[src/hw/rtl/srd_pkg.sv]
package srd_pkg;

  localparam int AXES   = 2;
  localparam int IN_W   = 16;
  localparam int MAG_W  = 15;
  localparam int THR_W  = 16;
  localparam int CFG_W  = 17;
  localparam int K_W    = 31;
  localparam int S_W    = 31;
  localparam int KA_W   = 46;
  localparam int HALF_W = 23;
  localparam int N_W    = 92;
  localparam int Q_W    = 62;
  localparam int M_W    = 64;
  localparam int R_W    = 32;
  localparam int RM_W   = 34;
  localparam int C_W    = 33;
  localparam int DF_W   = 34;
  localparam int D_W    = 17;
  localparam int DQ_W   = 15;
  localparam int OUT_W  = 16;

  localparam logic [MAG_W-1:0] FULL_COUNT = 15'h7fff;
  localparam logic [D_W-1:0]   ONE_Q16    = 17'h10000;
  localparam logic [IN_W-1:0]  MOST_NEG   = 16'h8000;

  typedef struct packed {
    logic                        dead;
    logic [AXES-1:0]             neg;
    logic [AXES-1:0][MAG_W-1:0]  mag;
    logic [THR_W-1:0]            thr;
  } srd_side_t;

endpackage

[src/hw/rtl/srd_scale.sv]
module srd_scale import srd_pkg::*; (
  input  logic                        clk,
  input  logic                        rst,
  input  logic                        en,
  input  logic                        in_valid,
  input  srd_side_t                   in_side,
  input  logic [AXES-1:0][C_W-1:0]    c,
  output logic                        out_valid,
  output logic [OUT_W-1:0]            out_x,
  output logic [OUT_W-1:0]            out_y,
  output logic                        in_deadzone
);

  logic                       va, vb;
  srd_side_t                  sidea, sideb;
  logic [AXES-1:0][DF_W-1:0]  diffa;
  logic [D_W-1:0]             da, db;
  logic [AXES-1:0]            zerob, satb;
  logic [AXES-1:0][31:0]      diffb;

  logic [DQ_W-1:0]                v_q;
  srd_side_t                      side_q [DQ_W];
  logic [D_W-1:0]                 d_q    [DQ_W];
  logic [AXES-1:0]                zero_q [DQ_W];
  logic [AXES-1:0]                sat_q  [DQ_W];
  logic [AXES-1:0][DQ_W-1:0]      low_q  [DQ_W];
  logic [AXES-1:0][DQ_W-1:0]      quo_q  [DQ_W];
  logic [AXES-1:0][D_W-1:0]       rem_q  [DQ_W];

  logic [AXES-1:0][DQ_W-1:0]      qv;
  logic [AXES-1:0][OUT_W-1:0]     res;

  always_ff @(posedge clk) begin
    if (rst) begin
      va <= 1'b0;
      vb <= 1'b0;
    end else if (en) begin
      va <= in_valid;
      vb <= va;
    end
  end

  always_ff @(posedge clk) begin
    if (en) begin
      sidea <= in_side;
      da    <= ONE_Q16 - {1'b0, in_side.thr};
      for (int i = 0; i < AXES; i++) begin
        diffa[i] <= {3'b0, in_side.mag[i], 16'b0} - {1'b0, c[i]};
      end
      sideb <= sidea;
      db    <= da;
      for (int i = 0; i < AXES; i++) begin
        zerob[i] <= diffa[i][DF_W-1];
        satb[i]  <= ~diffa[i][DF_W-1] & (diffa[i][32:0] >= {1'b0, da, 15'b0});
        diffb[i] <= diffa[i][31:0];
      end
    end
  end

  for (genvar j = 0; j < DQ_W; j++) begin : g_step
    logic                       vin;
    srd_side_t                  sidein;
    logic [D_W-1:0]             din;
    logic [AXES-1:0]            zin, sin;
    logic [AXES-1:0][DQ_W-1:0]  lowin, qin, qnx;
    logic [AXES-1:0][D_W-1:0]   remin, remnx;
    logic [AXES-1:0][D_W:0]     trial;
    logic [AXES-1:0]            ge;

    if (j == 0) begin : g_first
      assign vin    = vb;
      assign sidein = sideb;
      assign din    = db;
      assign zin    = zerob;
      assign sin    = satb;
      assign qin    = '0;
      for (genvar i = 0; i < AXES; i++) begin : g_lane
        assign lowin[i] = diffb[i][DQ_W-1:0];
        assign remin[i] = diffb[i][31:DQ_W];
      end
    end else begin : g_next
      assign vin    = v_q[j-1];
      assign sidein = side_q[j-1];
      assign din    = d_q[j-1];
      assign zin    = zero_q[j-1];
      assign sin    = sat_q[j-1];
      assign qin    = quo_q[j-1];
      assign lowin  = low_q[j-1];
      assign remin  = rem_q[j-1];
    end

    always_comb begin
      for (int i = 0; i < AXES; i++) begin
        trial[i] = {remin[i], lowin[i][DQ_W-1-j]};
        ge[i]    = trial[i] >= {1'b0, din};
        remnx[i] = ge[i] ? D_W'(trial[i] - {1'b0, din}) : D_W'(trial[i]);
        qnx[i]   = {qin[i][DQ_W-2:0], ge[i]};
      end
    end

    always_ff @(posedge clk) begin
      if (rst) begin
        v_q[j] <= 1'b0;
      end else if (en) begin
        v_q[j] <= vin;
      end
    end

    always_ff @(posedge clk) begin
      if (en) begin
        side_q[j] <= sidein;
        d_q[j]    <= din;
        zero_q[j] <= zin;
        sat_q[j]  <= sin;
        low_q[j]  <= lowin;
        quo_q[j]  <= qnx;
        rem_q[j]  <= remnx;
      end
    end
  end

  always_comb begin
    for (int i = 0; i < AXES; i++) begin
      if (zero_q[DQ_W-1][i]) begin
        qv[i] = '0;
      end else if (sat_q[DQ_W-1][i]) begin
        qv[i] = FULL_COUNT;
      end else begin
        qv[i] = quo_q[DQ_W-1][i];
      end
      if (side_q[DQ_W-1].dead) begin
        res[i] = '0;
      end else if (side_q[DQ_W-1].neg[i]) begin
        res[i] = -{1'b0, qv[i]};
      end else begin
        res[i] = {1'b0, qv[i]};
      end
    end
  end

  always_ff @(posedge clk) begin
    if (rst) begin
      out_valid <= 1'b0;
    end else if (en) begin
      out_valid <= v_q[DQ_W-1];
    end
  end

  always_ff @(posedge clk) begin
    if (en) begin
      out_x       <= res[0];
      out_y       <= res[1];
      in_deadzone <= side_q[DQ_W-1].dead;
    end
  end

endmodule

[config.mk]
export PLATFORM = sky130hd
export DESIGN_NAME = srd_scale
export DESIGN_NICKNAME = d
export VERILOG_FILES = /design/src/hw/rtl/srd_pkg.sv /design/src/hw/rtl/srd_scale.sv
export SDC_FILE = /design/constraint.sdc
export NUM_CORES = 2
export LEC_CHECK = 0
export BUFFER_PORTS_ARGS = -buffer_cell sky130_fd_sc_hd__buf_2
export CORE_MARGIN = 1.5
export CORE_UTILIZATION = 50
export CTS_BUF_LIST = sky130_fd_sc_hd__clkbuf_4
export CTS_CLUSTER_SIZE = 28
export DETAILED_ROUTE_END_ITERATION = 16
export GPL_TIMING_DRIVEN = 0
export PLACE_DENSITY = 0.65
export SYNTH_ARGS = -nofsm -noshare
export SYNTH_HDL_FRONTEND = slang
export SYNTH_SLANG_ARGS = --single-unit
export TNS_END_PERCENT = 20
[constraint.sdc]
create_clock -name clk -period 4.8 [get_ports clk]
set_clock_uncertainty 0.1 [all_clocks]
set_input_delay 0.96 -clock clk [delete_from_list [all_inputs] [get_ports clk]]
set_output_delay 0.96 -clock clk [all_outputs]
set_load 0.02 [all_outputs]
==> results.md <==
* 50.4% — Starting Density
* 179,000 µm — total detailed-routing wirelength
* 14.5% — proportion of layout cells with a drive suffix above 1
* 0 — overflow left after global routing
* 0 — max_cap viols
* 34.5 nW — static leakage power
* 0.0188 W — switching pwr
* 39.0% — sequential share of power
* 0% — async set-reset flop share out of synthesis
* 0.156 mm² — die area
* 40.5% — combinational group share of total power
* 0 — Final Hold Fails
* 151 — IO buf count
* 56.9% — final core area utilization
* 36.1% — fraction of power spent switching nets
* built — CTS tree
* false — RSZ-0062 raised after global routing
* 0 — DRC violations left
* 95.5% — ratio of final minimum period to clock period
* 19.7 µm — average wire per standard cell
* 0.162 ns — smallest hold slack
* 153 — I/O Pins
* 6,073 — count of mapped cells out of synthesis
* 13 — cell depth of the worst flop-to-flop path
* 10 — highest fanout seen on the critical path
* sky130_fd_sc_hd__clkbuf_4 — cell chosen for the clock root
* 0 ns — Setup TNS Final
* low_q[1][63] — worst r2r src
* 0 — Setup Fix Bufs, Post-CTS
* 0.290 mV — peak supply drop
* 0.0768 mm² — Post-Synthesis Cell Area
* 143 — cell row count
* flip-flop — nature of the critical path endpoint
* 0 — Setup violations, final
* 5 — First-pass DRT Iterations
* 49,200 — via count of the first global-routing pass
* 1,496 — clock tree sinks
* 0.218 ns — PnR worst setup slack
* 0.0333 W — P_int
* 134,000 µm — HPWL Detailed
* 4.58 ns — shortest clock period the worst path allows after layout
* 0.927 — last weighted congestion value of the routability-driven placer
* flip-flop to flip-flop — Crit Path Class
* 0.06 ns — clock edge transition at the registers on the reported setup and hold paths
* 273,000 µm — wire length of the first global-routing pass
* 12.8% — area delta synth->final
* 22.7% — global-route usage over all layers
* 1,478 — count of flip-flops with a built-in enable after synthesis
* 5 — CTS HTree Levels
* 0 — Final Max Slew Viols
* 602 mW/mm² — cell area power density
* 20.5% — Clock Power Share
* 395 µm — die width
* 3 — cell depth of the worst hold path
* 3,521 — DRC marker count from the first detailed-route iteration
* 1,496 — Yosys reg bits
* 1.36 ns — Worst-Skew Late Latency
* 187 — largest net degree at the start of global routing
* 58.3% — share of the yosys chip area belonging to registers
* 0 — warning count from the yosys run
* rem_q[1][113] — endpoint of the most critical register-to-register path
* sky130_fd_sc_hd__edfxtp_1 — cell taking the most area after synthesis
* 5.57 ns — Arr. time, crit path
* finished, final reports clean — outcome
* sky130_fd_sc_hd__edfxtp_1, sky130_fd_sc_hd__ha_1, sky130_fd_sc_hd__xnor2_1 — cell types occupying the most area after synthesis
* 6,799 — Mapped Nets
* 49,700 — via count
* 400 — number of buffers added by the clock tree synthesis step
* primary input to flip-flop — worst hold path type
* 5 — number of antenna violations at the first check in global routing
* flip-flop — Setup crit start kind
* 5.79 ns — WP data required
* 57.8% — area share of the largest cell type after synthesis
* in_side[39] — hold wc startpoint
* 12.6 µm² — mean instance size in the synthesized netlist
* 0.0643 ns — Placement Setup Slack
* 0.218 GHz — Max Clk Rate
* 7,505 — fin nets
* 5.46 — routed via count divided by cell count
* 0.152 mm² — placeable core region
* diffa[58] — sink of the worst hold path
* 1.27 ns — transition time at the pin with the least slew margin
* 395 µm — die boundary height
* 14.6% — relative slew slack
* 0.22 ns — Worst R2R Setup Slack
* 4 — buffers from clock root to sink, at most
* 81 — unique cell type count in the Yosys netlist
* sky130_fd_sc_hd__edfxtp_1 — Primary FF master, synth
* 0 — number of nets with antenna violations after detailed routing
* 12,700 — Filler Cell Count
power groups by stage:
stage | combinational (W) | clock [W] | sequential, W
2_1_floorplan | 0.0154 | 0 | 0.0196
3_3_place_gp | 0.0203 | 0 | 0.0212
3_5_place_dp | 0.0206 | 0 | 0.0207
4_1_cts | 0.0209 | 0.0111 | 0.0204
5_1_grt | 0.0232 | 0.0118 | 0.0206
6_report | 0.0211 | 0.0107 | 0.0203
worst max-delay path by stage:
stage | start | endpoint | slack [ns] | depth (start not counted)
after detailed placement | en | g_step[4].vin | 0.06 | 7
after global routing | low_q[1][121] | rem_q[1][177] | 0.04 | 14
after global placement | en | g_step[4].vin | -20.38 | 5
after CTS | low_q[0][173] | rem_q[0][236] | 0.21 | 13
final | low_q[1][63] | rem_q[1][113] | 0.22 | 13
after floorplan | c[18] | diffa[31] | 1.35 | 11
placed cells by master, fill, tap and decap left out, types with 71 or more instances in the layout:
cell type                       count
sky130_fd_sc_hd__a21o_1           216
sky130_fd_sc_hd__a21oi_1          443
sky130_fd_sc_hd__buf_2            160
sky130_fd_sc_hd__clkbuf_4         562
sky130_fd_sc_hd__clkinv_1          92
sky130_fd_sc_hd__dlygate4sd3_1    145
sky130_fd_sc_hd__edfxtp_1        1478
sky130_fd_sc_hd__ha_1             579
sky130_fd_sc_hd__inv_1            488
sky130_fd_sc_hd__mux2_2           177
sky130_fd_sc_hd__nand2_1          304
sky130_fd_sc_hd__nor2_1           447
sky130_fd_sc_hd__nor3_1           105
sky130_fd_sc_hd__o21ai_0          297
sky130_fd_sc_hd__o21bai_1          71
sky130_fd_sc_hd__xnor2_1          298
sky130_fd_sc_hd__xor2_1           189
state kept, by name, summed over array words and instances (netlist names):
register,cells
out_valid,1
quo_q,240
low_q,210
g_step.sidein,4
diffa,68
out_y,16
in_deadzone,1
g_step.sin,2
zero_q,30
side_q,45
rem_q,476
sidea,4
db,16
da,16
g_step.vin,15
sat_q,30
out_x,16
d_q,238
v_q,1
g_step.zin,2
diffb,64
va,1
layer usage:
layer	GRT usage (%)	part of all wire [%]	wire length, µm	up-vias
met3	4.30	5.1	9220	262
met1	29.6	44	78200	23700
met4	7.65	2.5	4430	0
met5	0	0	0	-
met2	38.3	49	87200	1392
li1	-	-	-	24400
critical path: stages (launching register included):
cell	delay (ns)
sky130_fd_sc_hd__edfxtp_1	0.47
sky130_fd_sc_hd__inv_1	0.09
sky130_fd_sc_hd__ha_1	0.16
sky130_fd_sc_hd__inv_1	0.05
sky130_fd_sc_hd__fa_1	0.41
sky130_fd_sc_hd__a21o_1	0.20
sky130_fd_sc_hd__a21oi_1	0.24
sky130_fd_sc_hd__o21bai_1	0.11
sky130_fd_sc_hd__a21o_1	0.27
sky130_fd_sc_hd__a21oi_1	0.37
sky130_fd_sc_hd__o21ai_0	0.20
sky130_fd_sc_hd__a211oi_2	0.72
sky130_fd_sc_hd__clkbuf_1	0.52
sky130_fd_sc_hd__mux2_2	0.40
area by class of cell:
| class | instances | area (µm²) | share of cell area, % |
|---|---|---|---|
| Clock inverter | 118 | 594 | 0.686 |
| Clock buffer | 562 | 4220 | 4.87 |
| Inverter | 488 | 1830 | 2.11 |
| Tap cell | 2030 | 2540 | 2.93 |
| Antenna cell | 9 | 22.5 | 0.0260 |
| Sequential cell | 1496 | 44700 | 51.6 |
| Timing Repair Buffer | 304 | 2440 | 2.82 |
| Multi-Input combinational cell | 4002 | 29900 | 34.5 |
| Buffer | 87 | 392 | 0.452 |
timing repair:
| action | 4_1_cts | 5_1_grt |
|---|---|---|
| endpoints found under the hold margin | 122 | 0 |
| gates resized for setup | 0 | 2 |
| hold buffers | 145 | 0 |
| setup endpoints to repair | 0 | 6 |
synthesized netlist by cell type (all sizes together) (13+ instances only):
library cell	instances
or3	22
or4	13
a211oi	44
fa	28
o211ai	22
edfxtp	1478
a211o	19
nor2	447
a31o	14
o31ai	21
buf	22
mux2	230
mux2i	34
nand4	54
o21bai	71
nor3	105
a221oi	15
nand3	57
nor4	26
nand2	304
clkbuf	65
nand2b	48
ha	579
a31oi	49
dfxtp	18
a21oi	452
and3	16
xor2	189
a41oi	19
nor2b	63
and4	17
inv	488
or2	19
o21ai	326
o21a	48
xnor2	298
a21o	216
through the flow:
step | instance area [µm²] | total power [W] | cells
2_1_floorplan | 76800 | 0.0351 | 6073
3_3_place_gp | 80100 | 0.0415 | 8254
3_5_place_dp | 80300 | 0.0413 | 8262
4_1_cts | 86600 | 0.0524 | 9087
5_1_grt | 86600 | 0.0556 | 9092
6_report | 86600 | 0.0522 | 9096
kinds of logic (layout without fill, tap and decap cells):
| family | count (synthesis) | count (layout) | share of synthesized area, % |
|---|---|---|---|
| DFF | 1496 | 1496 | 58.3 |
| AOI/OAI and AO/OA | 1423 | 1423 | 11.9 |
| and+or+nand+nor | 1221 | 1221 | 7.41 |
| adders and majority gates | 607 | 607 | 10.2 |
| buffers and inverters | 575 | 1559 | 2.89 |
| xor gates and xnor gates | 487 | 487 | 5.55 |
| muxes | 264 | 264 | 3.82 |
| other | 0 | 9 | 0 |
Note: power is estimated with default switching activity, not from simulation.
